==> src/hw/rtl/polynomial_add_sub_mul_defines.svh <==
// Assertion macros shared by the polynomial engine RTL.
// Needs clk_i and rst_ni in the scope of every use.
`ifndef POLYNOMIAL_ADD_SUB_MUL_DEFINES_SVH
`define POLYNOMIAL_ADD_SUB_MUL_DEFINES_SVH

// Plain property checked on every clock edge out of reset.
`define PASM_ASSERT(lbl, prop, msg) \
  lbl: assert property (@(posedge clk_i) disable iff (!rst_ni) (prop)) else $error(msg);

// Antecedent in the same cycle implies consequent.
`define PASM_ASSERT_IMPL(lbl, ante, cons, msg) \
  lbl: assert property (@(posedge clk_i) disable iff (!rst_ni) (ante) |-> (cons)) \
    else $error(msg);

// Antecedent implies consequent in the next cycle.
`define PASM_ASSERT_NEXT(lbl, ante, cons, msg) \
  lbl: assert property (@(posedge clk_i) disable iff (!rst_ni) (ante) |=> (cons)) \
    else $error(msg);

`endif

==> src/hw/rtl/pasm_pkg.sv <==
// Shared constants, types and helpers of the polynomial engine.
// No dependencies.
package pasm_pkg;

  localparam int unsigned MaxDegree = 31;
  localparam int unsigned Depth     = MaxDegree + 1;
  localparam int unsigned AddrW     = $clog2(Depth);
  localparam int unsigned CountW    = $clog2(Depth + 1);
  localparam int unsigned DegW      = 5;
  localparam int unsigned OpW       = 2;
  localparam int unsigned CfgIdxW   = 2;
  localparam int unsigned CoeffW    = 16;
  localparam int unsigned ResW      = 37;
  localparam int unsigned ExpW      = 6;
  localparam int unsigned QDepth    = 2;
  localparam int unsigned QPtrW     = $clog2(QDepth);
  localparam int unsigned QCntW     = $clog2(QDepth + 1);

  localparam logic [OpW-1:0] OpSub    = 2'd1;
  localparam int unsigned    OpMulBit = 1;

  typedef enum logic [CfgIdxW-1:0] {
    CfgFirstDeg  = 2'd0,
    CfgSecondDeg = 2'd1,
    CfgOperation = 2'd2
  } cfg_idx_e;

  typedef struct packed {
    logic              we_first;
    logic              we_second;
    logic [AddrW-1:0]  addr;
    logic [CoeffW-1:0] data;
  } mem_wr_t;

  typedef struct packed {
    logic             mul;
    logic             sub;
    logic [AddrW-1:0] df;
    logic [AddrW-1:0] ds;
  } job_t;

  function automatic logic [AddrW-1:0] eff_deg(logic [DegW-1:0] d);
    if (32'(d) > MaxDegree) begin
      return AddrW'(MaxDegree);
    end
    return AddrW'(d);
  endfunction

endpackage

==> src/hw/rtl/pasm_front.sv <==
// Front end: configuration registers, coefficient load counting, job issue.
// Depends on pasm_pkg.
module pasm_front (
  input  logic                             clk_i,
  input  logic                             rst_ni,
  input  logic                             start,
  output logic                             busy,
  input  logic                             poly_select_i,
  input  logic signed [pasm_pkg::CoeffW-1:0] coefficient_i,
  input  logic                             cfg_we_i,
  input  logic [pasm_pkg::CfgIdxW-1:0]     cfg_idx_i,
  input  logic [pasm_pkg::DegW-1:0]        cfg_wdata_i,
  input  logic                             done_i,
  output pasm_pkg::mem_wr_t                wr_o,
  output logic                             push_o,
  output pasm_pkg::job_t                   job_o
);

  logic [pasm_pkg::DegW-1:0]   fdeg_q, sdeg_q;
  logic [pasm_pkg::OpW-1:0]    op_q;
  logic [pasm_pkg::CountW-1:0] fcnt_q, fcnt_d, scnt_q, scnt_d;
  logic                        busy_q, busy_d;
  logic [pasm_pkg::AddrW-1:0]  df, ds;
  logic [pasm_pkg::CountW-1:0] df_len, ds_len;
  logic                        accept, f_room, s_room, trigger;

  assign accept = start && !busy_q;
  assign df     = pasm_pkg::eff_deg(fdeg_q);
  assign ds     = pasm_pkg::eff_deg(sdeg_q);
  assign df_len = pasm_pkg::CountW'(df) + pasm_pkg::CountW'(1);
  assign ds_len = pasm_pkg::CountW'(ds) + pasm_pkg::CountW'(1);
  assign f_room = fcnt_q < df_len;
  assign s_room = scnt_q < ds_len;

  always_comb begin
    wr_o.we_first  = accept && !poly_select_i && f_room;
    wr_o.we_second = accept && poly_select_i && s_room;
    wr_o.addr      = poly_select_i ? scnt_q[pasm_pkg::AddrW-1:0]
                                   : fcnt_q[pasm_pkg::AddrW-1:0];
    wr_o.data      = coefficient_i;
    fcnt_d = fcnt_q + pasm_pkg::CountW'(wr_o.we_first);
    scnt_d = scnt_q + pasm_pkg::CountW'(wr_o.we_second);
    trigger = accept && !(fcnt_d < df_len) && !(scnt_d < ds_len);
    busy_d = busy_q;
    if (trigger) begin
      fcnt_d = '0;
      scnt_d = '0;
      busy_d = 1'b1;
    end else if (done_i) begin
      busy_d = 1'b0;
    end
  end

  assign push_o    = trigger;
  assign job_o.mul = op_q[pasm_pkg::OpMulBit];
  assign job_o.sub = (op_q == pasm_pkg::OpSub);
  assign job_o.df  = df;
  assign job_o.ds  = ds;
  assign busy      = busy_q;

  always_ff @(posedge clk_i or negedge rst_ni) begin
    if (!rst_ni) begin
      fdeg_q <= '0;
      sdeg_q <= '0;
      op_q   <= '0;
      fcnt_q <= '0;
      scnt_q <= '0;
      busy_q <= 1'b0;
    end else begin
      fcnt_q <= fcnt_d;
      scnt_q <= scnt_d;
      busy_q <= busy_d;
      if (cfg_we_i) begin
        case (cfg_idx_i)
          pasm_pkg::CfgFirstDeg:  fdeg_q <= cfg_wdata_i;
          pasm_pkg::CfgSecondDeg: sdeg_q <= cfg_wdata_i;
          pasm_pkg::CfgOperation: op_q   <= cfg_wdata_i[pasm_pkg::OpW-1:0];
          default: ;
        endcase
      end
    end
  end

endmodule

==> src/hw/rtl/pasm_queue.sv <==
// Short job queue between front end and compute back end.
// Depends on pasm_pkg and the assertion macro header.
`include "polynomial_add_sub_mul_defines.svh"

module pasm_queue (
  input  logic           clk_i,
  input  logic           rst_ni,
  input  logic           push_i,
  input  pasm_pkg::job_t job_i,
  input  logic           pop_i,
  output logic           valid_o,
  output pasm_pkg::job_t job_o
);

  pasm_pkg::job_t               slot_q [pasm_pkg::QDepth];
  logic [pasm_pkg::QPtrW-1:0]   wptr_q, rptr_q;
  logic [pasm_pkg::QCntW-1:0]   cnt_q;
  logic                         full;

  assign valid_o = (cnt_q != '0);
  assign full    = (cnt_q == pasm_pkg::QCntW'(pasm_pkg::QDepth));
  assign job_o   = slot_q[rptr_q];

  always_ff @(posedge clk_i) begin
    if (push_i) begin
      slot_q[wptr_q] <= job_i;
    end
  end

  always_ff @(posedge clk_i or negedge rst_ni) begin
    if (!rst_ni) begin
      wptr_q <= '0;
      rptr_q <= '0;
      cnt_q  <= '0;
    end else begin
      if (push_i) begin
        wptr_q <= (32'(wptr_q) == pasm_pkg::QDepth - 1) ? '0
                                                        : wptr_q + pasm_pkg::QPtrW'(1);
      end
      if (pop_i) begin
        rptr_q <= (32'(rptr_q) == pasm_pkg::QDepth - 1) ? '0
                                                        : rptr_q + pasm_pkg::QPtrW'(1);
      end
      cnt_q <= cnt_q + pasm_pkg::QCntW'(push_i) - pasm_pkg::QCntW'(pop_i);
    end
  end

  `PASM_ASSERT_IMPL(a_no_overflow, push_i, !full || pop_i, "job queue overflow")
  `PASM_ASSERT_IMPL(a_no_underflow, pop_i, valid_o, "job queue underflow")

endmodule

==> src/hw/rtl/pasm_back.sv <==
// Back end: coefficient memories, term sequencer, multiply/add pipeline, output.
// Depends on pasm_pkg and the assertion macro header.
`include "polynomial_add_sub_mul_defines.svh"

module pasm_back (
  input  logic                               clk_i,
  input  logic                               rst_ni,
  input  pasm_pkg::mem_wr_t                  wr_i,
  input  logic                               job_valid_i,
  input  pasm_pkg::job_t                     job_i,
  output logic                               pop_o,
  output logic                               result_valid_o,
  output logic signed [pasm_pkg::ResW-1:0]   result_coeff_o,
  output logic [pasm_pkg::ExpW-1:0]          exponent_o,
  output logic                               last_o,
  output logic                               done_o
);

  typedef enum logic [1:0] {
    SIdle = 2'b01,
    SRun  = 2'b10
  } state_e;

  typedef struct packed {
    logic                      valid;
    logic                      first;
    logic                      lastk;
    logic                      lastall;
    logic                      mul;
    logic                      sub;
    logic                      za;
    logic                      zb;
    logic [pasm_pkg::ExpW-1:0] k;
  } tag_t;

  logic [pasm_pkg::CoeffW-1:0] mem_a [pasm_pkg::Depth];
  logic [pasm_pkg::CoeffW-1:0] mem_b [pasm_pkg::Depth];

  state_e                     state_q, state_d;
  logic                       mul_q, sub_q, first_q, first_d;
  logic [pasm_pkg::AddrW-1:0] df_q, ds_q, i_q, i_d;
  logic [pasm_pkg::ExpW-1:0]  k_q, k_d, nlast_q, nlast_d, kmin, knext;
  logic [pasm_pkg::ExpW-1:0]  dfx, dsx, jdf, jds;
  logic [pasm_pkg::AddrW-1:0] ia, ib;
  logic                       issue, lastk, lastall;
  tag_t                       t0, s1_q, s2_q;

  logic signed [pasm_pkg::CoeffW-1:0]   rda_q, rdb_q, a_op, b_op;
  logic signed [2*pasm_pkg::CoeffW-1:0] prod;
  logic signed [pasm_pkg::ResW-1:0]     term_q, term_d, acc_q, acc_d;
  logic                                 out_v_q, out_last_q;
  logic signed [pasm_pkg::ResW-1:0]     out_coeff_q;
  logic [pasm_pkg::ExpW-1:0]            out_exp_q;

  // Sequencer
  assign issue = (state_q == SRun);
  assign dfx   = pasm_pkg::ExpW'(df_q);
  assign dsx   = pasm_pkg::ExpW'(ds_q);
  assign jdf   = pasm_pkg::ExpW'(job_i.df);
  assign jds   = pasm_pkg::ExpW'(job_i.ds);
  assign kmin  = (k_q < dfx) ? k_q : dfx;
  assign knext = k_q + pasm_pkg::ExpW'(1);
  assign lastk = !mul_q || (pasm_pkg::ExpW'(i_q) == kmin);
  assign lastall = lastk && (k_q == nlast_q);
  assign ia = mul_q ? i_q : k_q[pasm_pkg::AddrW-1:0];
  assign ib = mul_q ? pasm_pkg::AddrW'(k_q - pasm_pkg::ExpW'(i_q))
                    : k_q[pasm_pkg::AddrW-1:0];

  always_comb begin
    state_d = state_q;
    k_d     = k_q;
    i_d     = i_q;
    first_d = first_q;
    nlast_d = nlast_q;
    pop_o   = 1'b0;
    unique case (state_q)
      SIdle: begin
        if (job_valid_i) begin
          pop_o   = 1'b1;
          state_d = SRun;
          k_d     = '0;
          i_d     = '0;
          first_d = 1'b1;
          nlast_d = job_i.mul ? jdf + jds : ((jdf > jds) ? jdf : jds);
        end
      end
      SRun: begin
        first_d = lastk;
        if (lastall) begin
          state_d = SIdle;
        end else if (lastk) begin
          k_d = knext;
          i_d = (knext > dsx) ? pasm_pkg::AddrW'(knext - dsx) : '0;
        end else begin
          i_d = i_q + pasm_pkg::AddrW'(1);
        end
      end
      default: state_d = SIdle;
    endcase
  end

  always_comb begin
    t0.valid   = issue;
    t0.first   = first_q;
    t0.lastk   = lastk;
    t0.lastall = lastall;
    t0.mul     = mul_q;
    t0.sub     = sub_q;
    t0.za      = !mul_q && (k_q > dfx);
    t0.zb      = !mul_q && (k_q > dsx);
    t0.k       = k_q;
  end

  // Memories
  always_ff @(posedge clk_i) begin
    if (wr_i.we_first) begin
      mem_a[wr_i.addr] <= wr_i.data;
    end
    if (wr_i.we_second) begin
      mem_b[wr_i.addr] <= wr_i.data;
    end
    rda_q <= mem_a[ia];
    rdb_q <= mem_b[ib];
  end

  // Term and accumulate
  assign a_op = s1_q.za ? '0 : rda_q;
  assign b_op = s1_q.zb ? '0 : rdb_q;
  assign prod = rda_q * rdb_q;

  always_comb begin
    if (s1_q.mul) begin
      term_d = pasm_pkg::ResW'(prod);
    end else if (s1_q.sub) begin
      term_d = pasm_pkg::ResW'(a_op) - pasm_pkg::ResW'(b_op);
    end else begin
      term_d = pasm_pkg::ResW'(a_op) + pasm_pkg::ResW'(b_op);
    end
    acc_d = (s2_q.first ? '0 : acc_q) + term_q;
  end

  always_ff @(posedge clk_i) begin
    term_q <= term_d;
    if (s2_q.valid) begin
      acc_q <= acc_d;
    end
    if (s2_q.valid && s2_q.lastk) begin
      out_coeff_q <= acc_d;
      out_exp_q   <= s2_q.k;
    end
    if (pop_o) begin
      mul_q <= job_i.mul;
      sub_q <= job_i.sub;
      df_q  <= job_i.df;
      ds_q  <= job_i.ds;
    end
  end

  always_ff @(posedge clk_i or negedge rst_ni) begin
    if (!rst_ni) begin
      state_q    <= SIdle;
      k_q        <= '0;
      i_q        <= '0;
      first_q    <= 1'b0;
      nlast_q    <= '0;
      s1_q       <= '0;
      s2_q       <= '0;
      out_v_q    <= 1'b0;
      out_last_q <= 1'b0;
    end else begin
      state_q    <= state_d;
      k_q        <= k_d;
      i_q        <= i_d;
      first_q    <= first_d;
      nlast_q    <= nlast_d;
      s1_q       <= t0;
      s2_q       <= s1_q;
      out_v_q    <= s2_q.valid && s2_q.lastk;
      out_last_q <= s2_q.valid && s2_q.lastall;
    end
  end

  assign result_valid_o = out_v_q;
  assign result_coeff_o = out_coeff_q;
  assign exponent_o     = out_exp_q;
  assign last_o         = out_last_q;
  assign done_o         = out_v_q && out_last_q;

  `PASM_ASSERT_IMPL(a_mem_quiet, wr_i.we_first || wr_i.we_second, state_q == SIdle,
                    "coefficient write while a job runs")
  `PASM_ASSERT_NEXT(a_done_idle, done_o, state_q == SIdle && !s1_q.valid,
                    "work left after the final result")

endmodule

==> src/hw/rtl/polynomial_add_sub_mul.sv <==
// Top level of the polynomial add / subtract / multiply engine.
// Depends on pasm_pkg, pasm_front, pasm_queue and pasm_back.
//
// Each start transfer loads one coefficient. The transfer that completes both
// operands raises busy, which stays high until the last result strobe; start is
// ignored meanwhile. Results appear on result_valid_o one cycle each and cannot
// be stalled. The first result strobe follows the completing transfer through the
// job queue, the sequencer state, the memory read stage, the term stage and the
// output register. Add and subtract then give one result per cycle, max(first,
// second degree) + 1 results. Multiply runs one multiply-accumulate per cycle
// through the two coefficient memories, one for each pair of coefficients, with
// a result strobe at the end of each exponent's terms. Start may be taken again
// in the cycle after the result flagged last.
module polynomial_add_sub_mul (
  input  logic                               clk_i,
  input  logic                               rst_ni,
  input  logic                               start,
  output logic                               busy,
  input  logic                               poly_select_i,
  input  logic signed [pasm_pkg::CoeffW-1:0] coefficient_i,
  input  logic                               cfg_we_i,
  input  logic [pasm_pkg::CfgIdxW-1:0]       cfg_idx_i,
  input  logic [pasm_pkg::DegW-1:0]          cfg_wdata_i,
  output logic                               result_valid_o,
  output logic signed [pasm_pkg::ResW-1:0]   result_coeff_o,
  output logic [pasm_pkg::ExpW-1:0]          exponent_o,
  output logic                               last_o
);

  pasm_pkg::mem_wr_t wr;
  pasm_pkg::job_t    push_job, pop_job;
  logic              push, pop, job_valid, done;

  pasm_front u_front (
    .clk_i         (clk_i),
    .rst_ni        (rst_ni),
    .start         (start),
    .busy          (busy),
    .poly_select_i (poly_select_i),
    .coefficient_i (coefficient_i),
    .cfg_we_i      (cfg_we_i),
    .cfg_idx_i     (cfg_idx_i),
    .cfg_wdata_i   (cfg_wdata_i),
    .done_i        (done),
    .wr_o          (wr),
    .push_o        (push),
    .job_o         (push_job)
  );

  pasm_queue u_queue (
    .clk_i   (clk_i),
    .rst_ni  (rst_ni),
    .push_i  (push),
    .job_i   (push_job),
    .pop_i   (pop),
    .valid_o (job_valid),
    .job_o   (pop_job)
  );

  pasm_back u_back (
    .clk_i          (clk_i),
    .rst_ni         (rst_ni),
    .wr_i           (wr),
    .job_valid_i    (job_valid),
    .job_i          (pop_job),
    .pop_o          (pop),
    .result_valid_o (result_valid_o),
    .result_coeff_o (result_coeff_o),
    .exponent_o     (exponent_o),
    .last_o         (last_o),
    .done_o         (done)
  );

endmodule
==> config.mk <==
export PLATFORM = sky130hd
export DESIGN_NAME = polynomial_add_sub_mul
export DESIGN_NICKNAME = d
export VERILOG_FILES = /design/src/hw/rtl/pasm_pkg.sv /design/src/hw/rtl/pasm_front.sv /design/src/hw/rtl/pasm_queue.sv /design/src/hw/rtl/pasm_back.sv /design/src/hw/rtl/polynomial_add_sub_mul.sv
export VERILOG_INCLUDE_DIRS = /design/src /design/src/hw/rtl
export SDC_FILE = /design/constraint.sdc
export NUM_CORES = 2
export LEC_CHECK = 0
export BUFFER_PORTS_ARGS = -buffer_cell sky130_fd_sc_hd__buf_2
export CAP_MARGIN = 30
export CORE_UTILIZATION = 47
export CTS_CLUSTER_SIZE = 14
export DETAILED_ROUTE_END_ITERATION = 16
export MAX_ROUTING_LAYER = met4
export PLACE_DENSITY = 0.63
export SLEW_MARGIN = 20
export SYNTH_ARGS = -nofsm -noshare
export SYNTH_HDL_FRONTEND = slang
export SYNTH_SLANG_ARGS = --single-unit
==> constraint.sdc <==
create_clock -name clk_i -period 9.74 [get_ports clk_i]
set_clock_uncertainty 0.15 [all_clocks]
set_input_delay 1.461 -clock clk_i [delete_from_list [all_inputs] [get_ports clk_i]]
set_output_delay 1.461 -clock clk_i [all_outputs]
set_load 0.01 [all_outputs]
Word-level counts from Yosys, hierarchy flattened:

Memory sizes are Yosys's and may differ from the RTL's. A register that Yosys moved wholly into a read port is not among the register bits.
Cells that the tools add are included.
Widths: inputs -> output; s select.

* add/subtract/negate cells: 16
* multipliers: 1
* order comparisons: 9
* equal/unequal tests: 11
* mux-type cells: 39
* reductions and logical operators: 31

Operators with widths (number)
* $mux 37: 3
* $mux 6: 7
* $mux 5: 8
* $add 37x37->37: 1
* $mul 16x16->32: 1
* $mux 16: 2
* $lt 6x6->1: 4
* $gt 6x5->1: 3
* $add 16x16->17: 1
* $sub 16x16->17: 1
* $logic_and 1x1->1: 13
* $mux 1: 13
* $add 5x1->6 const B: 2
* $add 6x1->6: 2
* $pmux 6 s2: 1
* $reduce_and 2->1: 6
* $pmux 5 s2: 1
* $sub 5x5->5: 2
* $ne 2x2->1 const B: 4
* $add 5x5->6: 1
* $add 6x1->6 const B: 1
* $eq 2x1->1 const B: 3
* $eq 5x6->1: 1
* $eq 6x6->1: 1
* other kinds (16): 25

* bits in registers: 204
* memory bits (writable): 1048
* output and inout port bits: 46
* word-level logic and storage cells: 148
* memories kept: 3

Memories
* u_back.mem_a: depth 32, width 16, read ports 1, clocked after memory_dff 1, write ports 1, line pasm_back.sv:36 `logic [pasm_pkg::CoeffW-1:0] mem_a [pasm_pkg::Depth];`
* u_back.mem_b: depth 32, width 16, read ports 1, clocked after memory_dff 1, write ports 1, line pasm_back.sv:37 `logic [pasm_pkg::CoeffW-1:0] mem_b [pasm_pkg::Depth];`
* u_queue.slot_q: depth 2, width 12, read ports 1, clocked after memory_dff 0, write ports 1, line pasm_queue.sv:15 `pasm_pkg::job_t slot_q [pasm_pkg::QDepth];`

Logic depth before layout (Yosys ltp):

* word-level depth: 11
* gate-level depth with buffers: 24
* depth with buffers taken out: 23

Modules after synthesis:

A second synthesis with hierarchy kept.

* cell total of the unflattened synthesis: 4683
* area total of the unflattened synthesis: 63333.2 um^2

By module, submodules not included
* pasm_back: times used 1, cells each 4452, area each 60316.6 um^2
* pasm_front: times used 1, cells each 180, area each 1923.1 um^2
* pasm_queue: times used 1, cells each 51, area each 1093.5 um^2

Least setup slack after synthesis:

No wires, ideal clock.

* path kind: flip-flop to flip-flop
* start point: register u_back.rdb_q[2] (netlist name) (read register of u_back.mem_b)
* end point: register u_back.term_q[35] (netlist name)
* data arrival time: 6.493 ns
* required time: 9.456 ns
* slack: 2.963 ns
* cell stages (with the launch flop): 23
* clock period less this slack: 6.777 ns
* path through: dfxtp_1 > clkbuf_1 > clkbuf_1 > nand2_1 > inv_1 > fa_1 > fa_1 > fa_1 > fa_1 > fa_1 > inv_1 > fa_1 > inv_1 > ha_1 > a21o_1 > a21o_1 > a21o_1 > a2bb2oi_1 > o21ai_1 > o31ai_1 > a21oi_1 > mux2i_1 > or4_1

* word-level cells in the longest chain between the ends: 4
* elaborated cells between the ends (all ways): 6
* classes of those cells: 2 x add/sub; 1 x mul; 3 x mux

RTL lines
* start, declared: line pasm_back.sv:48 `logic signed [pasm_pkg::CoeffW-1:0] rda_q, rdb_q, a_op, b_op;`
* parallel branches: the longest is 3 deep, another holds $mul 16x16->32
* $mux 37 *: line pasm_back.sv:132 `if (s1_q.mul) begin`
* end signal, assigned: line pasm_back.sv:143 `term_q <= term_d;`
* end, declared: line pasm_back.sv:50 `logic signed [pasm_pkg::ResW-1:0] term_q, term_d, acc_q, acc_d;`

Mark *: on every way between the ends.
A chain may end at the register's enable or synchronous reset.

Worst setup path in the final report:

* start point: register u_back.rdb_q[1] (netlist name) (read register of u_back.mem_b)
* end point: register u_back.term_q[35] (netlist name)

Same word-level chain as after synthesis.

==> flow_metrics.env <==
export IMPL_status="finished clean"
export IMPL_gp_congestion=0.857
export IMPL_grt_pass1_vias=37372
export IMPL_grt_pass1_wl_mm=226
export IMPL_ff2ff_setup_slack_ns=2.30
export IMPL_required_ns=10.19
export IMPL_cts_num_sinks=1279
export IMPL_relSlewSlack=0.300
export IMPL_worstPathArrival_ns=7.90
export IMPL_via_count=37381
export IMPL_cts_root_buffer="clkbuf_16"
export IMPL_hold_violations=0
export IMPL_drc=0
export IMPL_dr_max_layer_used="met4"
export IMPL_drtIter0Drc=3447
export IMPL_nets=5254
export IMPL_io_pins=74
export IMPL_die_h_um=368
export IMPL_critical_path_class="flip-flop to flip-flop"
export IMPL_routedWlPerCell_um=22.2
export IMPL_timing_rr_start="u_back.rdb_q[1]$_DFF_P_"
export IMPL_grt_total_usage=0.226
export IMPL_finalSetupViolCount=0
export IMPL_start_util=0.473
export IMPL_critPathMaxFanout=19
export IMPL_grt_max_degree=139
export IMPL_period_needed_ns=7.44
export IMPL_wl_met3_mm=8.52
export IMPL_worstSkewPairLatency_ns=0.77
export IMPL_wl_mm=147
export IMPL_cts_repair_resized=0
export IMPL_synth_edf_count=1140
export IMPL_worstSetupEndpoint="u_back.term_q[35]$_DFF_P_"
export IMPL_yosysUniqueCellTypes=79
export IMPL_fmax_mhz=134
export IMPL_hold_ws_ns=0.195
export IMPL_hold_class="flip-flop to flip-flop"
export IMPL_cts_buffers=137
export IMPL_num_rows=134
export IMPL_drive_above_1_share=0.117
export IMPL_die_area_um2=136000
export IMPL_ys_seq_area_frac=0.593
export IMPL_cts_tree="built"
export IMPL_post_cts_buffers=0
export IMPL_startpoint="u_back.rdb_q[1]$_DFF_P_"
export IMPL_finalMaxSlewViolations=0
export IMPL_ys_seq_elements=1279
export IMPL_syn_area_um2=63100
export IMPL_cp_end_kind="flip-flop"
export IMPL_tightest_slew_ns=1.04
export IMPL_core_area_um2=133000
export IMPL_m1WireLength_mm=65.8
export IMPL_hold_buffers=0
export IMPL_synth_top_cell_area_share=0.543
export IMPL_ys_async_sr_fraction=0.0586
export IMPL_antenna_found_initial=4
export IMPL_clk_path_buf_depth=3
export IMPL_diodes=0
export IMPL_rsz0062_at_grt="false"
export IMPL_timing_rr_end="u_back.term_q[35]$_DFF_P_"
export IMPL_synth_top_cell_by_area="edfxtp_1"
export IMPL_ys_flop_type="edfxtp_1"
export IMPL_syn_area_per_cell_um2=13.5
export IMPL_overflow=0
export IMPL_routed_wl_met2_mm=69.4
export IMPL_cts_reportedPaths_clkPinSlew_ns=0.06
export IMPL_yosysWarnings=0
export IMPL_ant_nets=0
export IMPL_area_growth_synth_to_final_pct=11.4
export IMPL_maxCapViolations=0
export IMPL_syn_num_nets=5163
export IMPL_drtPass1Iterations=6
export IMPL_syn_instance_count=4674
export IMPL_portBuffers=73
export IMPL_viasPerCell=5.63
export IMPL_start_kind="flip-flop"
export IMPL_fillers=11079
export IMPL_synth_area_leaders="edfxtp_1 (54%), fa_1 (8.5%), mux4_2 (4.6%), ha_1 (3.8%), nand2_1 (3.5%)"
export IMPL_period_share=0.764
export IMPL_die_width_um=368
export IMPL_dp_hpwl_mm=90.6
export IMPL_cts_htree_levels=4
export IMPL_reg2reg_depth=20
export IMPL_finalSetupTns_ns=0
[cell families (layout without fill, tap and decap cells)]
logic type               Yosys count  count (layout)  share of synthesized area
flip-flops                      1279            1279                      0.593
buffers and inverters            588             787                     0.0352
adder cells (fa/ha/maj)          461             461                      0.123
AO/OA/AOI/OAI                    735             735                     0.0792
multiplexers                     173             173                     0.0534
XOR/XNOR                         122             122                     0.0169
AND/OR/NAND/NOR                 1316            1316                     0.0993
[routing by layer]
layer	up-vias	GRT usage
met5	-	-
met4	0	0.0653
met3	219	0.0315
met2	1160	0.350
met1	18964	0.311
li1	17038	-
[sequential cells by signal, indices dropped and copies added (netlist names), 2 cells and up]
register,cells
u_back.result_coeff_o,37
u_queue.slot_q,24
u_back.state_q,2
u_queue.cnt_q,2
u_front.df,5
u_back.ds_q,5
u_back.k_q,6
u_back.df_q,5
u_front.op_q,2
u_back.exponent_o,6
u_back.mem_b,512
u_back.rdb_q,16
u_front.fcnt_q,6
u_back.term_q,32
u_back.mem_a,512
u_front.ds,5
u_front.scnt_q,6
u_back.acc_q,37
u_back.i_q,5
u_back.s2_q,10
u_back.rda_q,16
u_back.nlast_q,6
u_back.s1_q,14
[how the worst min path moves through the flow]
stage | startpoint | endpoint | slack [ns] | depth (start not counted)
after floorplan | u_back.sub_q$_DFFE_PP_ | u_back.s1_q[8]$_DFF_PN0_ | 0.18 | 0
after global placement | u_back.s1_q[13]$_DFF_PN0_ | u_back.s2_q[13]$_DFF_PN0_ | 0.18 | 0
after detailed placement | u_back.s1_q[10]$_DFF_PN0_ | u_back.s2_q[10]$_DFF_PN0_ | 0.18 | 0
after CTS | u_back.s1_q[2]$_DFF_PN0_ | u_back.s2_q[2]$_DFF_PN0_ | 0.20 | 0
after global routing | u_back.s1_q[3]$_DFF_PN0_ | u_back.s2_q[3]$_DFF_PN0_ | 0.21 | 0
final | u_back.s1_q[13]$_DFF_PN0_ | u_back.s2_q[13]$_DFF_PN0_ | 0.19 | 0
[area by class of cell]
class | count | area [µm²] | share of cell area
well taps | 1768 | 2210 | 0.0315
repair buffers | 187 | 1320 | 0.0188
multi-input cells | 2807 | 23600 | 0.336
flip-flops and latches | 1279 | 37400 | 0.532
clock buffers | 185 | 3700 | 0.0527
clock inverters | 62 | 727 | 0.0103
inverters | 353 | 1330 | 0.0189
[placed cells by master (no fill, tap or decap), types with 114 or more instances in the layout]
| master | count |
|---|---|
| ha_1 | 194 |
| clkbuf_16 | 139 |
| edfxtp_1 | 1140 |
| mux4_2 | 128 |
| a21oi_1 | 133 |
| and2_1 | 244 |
| inv_1 | 353 |
| a211oi_1 | 184 |
| nand2_1 | 593 |
| nand3_1 | 114 |
| nor2_1 | 142 |
| fa_1 | 267 |
[worst max-delay path: stages (launching register included)]
cell and delay (ns):
dfxtp_1 0.81, nand2_1 0.20, inv_1 0.16, fa_1 0.53, fa_1 0.88, fa_1 0.53
fa_1 0.50, fa_1 0.49, inv_1 0.05, fa_1 0.47, inv_1 0.04, ha_1 0.36
a21o_1 0.23, a21o_1 0.18, a21o_1 0.19, a2bb2oi_1 0.12, o21ai_1 0.12, o31ai_1 0.45
a21oi_1 0.15, mux2i_1 0.14, or4_1 0.50
[metrics by stage]
stage / cell area, µm² / setup slack (ns) / instances / util
after floorplan: 63100 / 2.96 / 4674 / -
after global placement: 65800 / 2.53 / 6387 / 0.493
after detailed placement: 65900 / 2.37 / 6394 / 0.494
after CTS: 70300 / 2.33 / 6641 / 0.527
after global routing: 70300 / 1.99 / 6641 / 0.527
final: 70300 / 2.30 / 6641 / 0.527
[synthesized netlist by cell type, types with 6 or more instances]
cell / n
a21o_1: 75
or2_2: 8
nand2b_1: 32
a21oi_1: 140
nand3b_1: 7
o21bai_1: 16
a311oi_1: 67
edfxtp_1: 1140
mux2_2: 23
dfrtp_1: 74
xor2_1: 30
fa_1: 267
o31ai_1: 9
dfxtp_1: 64
nor2_1: 147
a31oi_1: 86
nand4_1: 9
and2_0: 18
or3_1: 6
o21a_1: 15
a211oi_1: 184
o21ai_0: 84
buf_1: 24
nand2_1: 593
and3_1: 10
mux4_2: 128
o21ai_1: 7
and2_1: 245
clkbuf_1: 206
nor3_1: 17
ha_1: 194
xnor2_1: 92
inv_1: 353
nand3_1: 114
o211ai_1: 10
nor4_1: 8
mux2i_1: 20
nor2b_1: 84
Power is left out: the tool's default activity adds up to more than one toggle a clock period on the data nets, which glitch-free logic cannot reach.
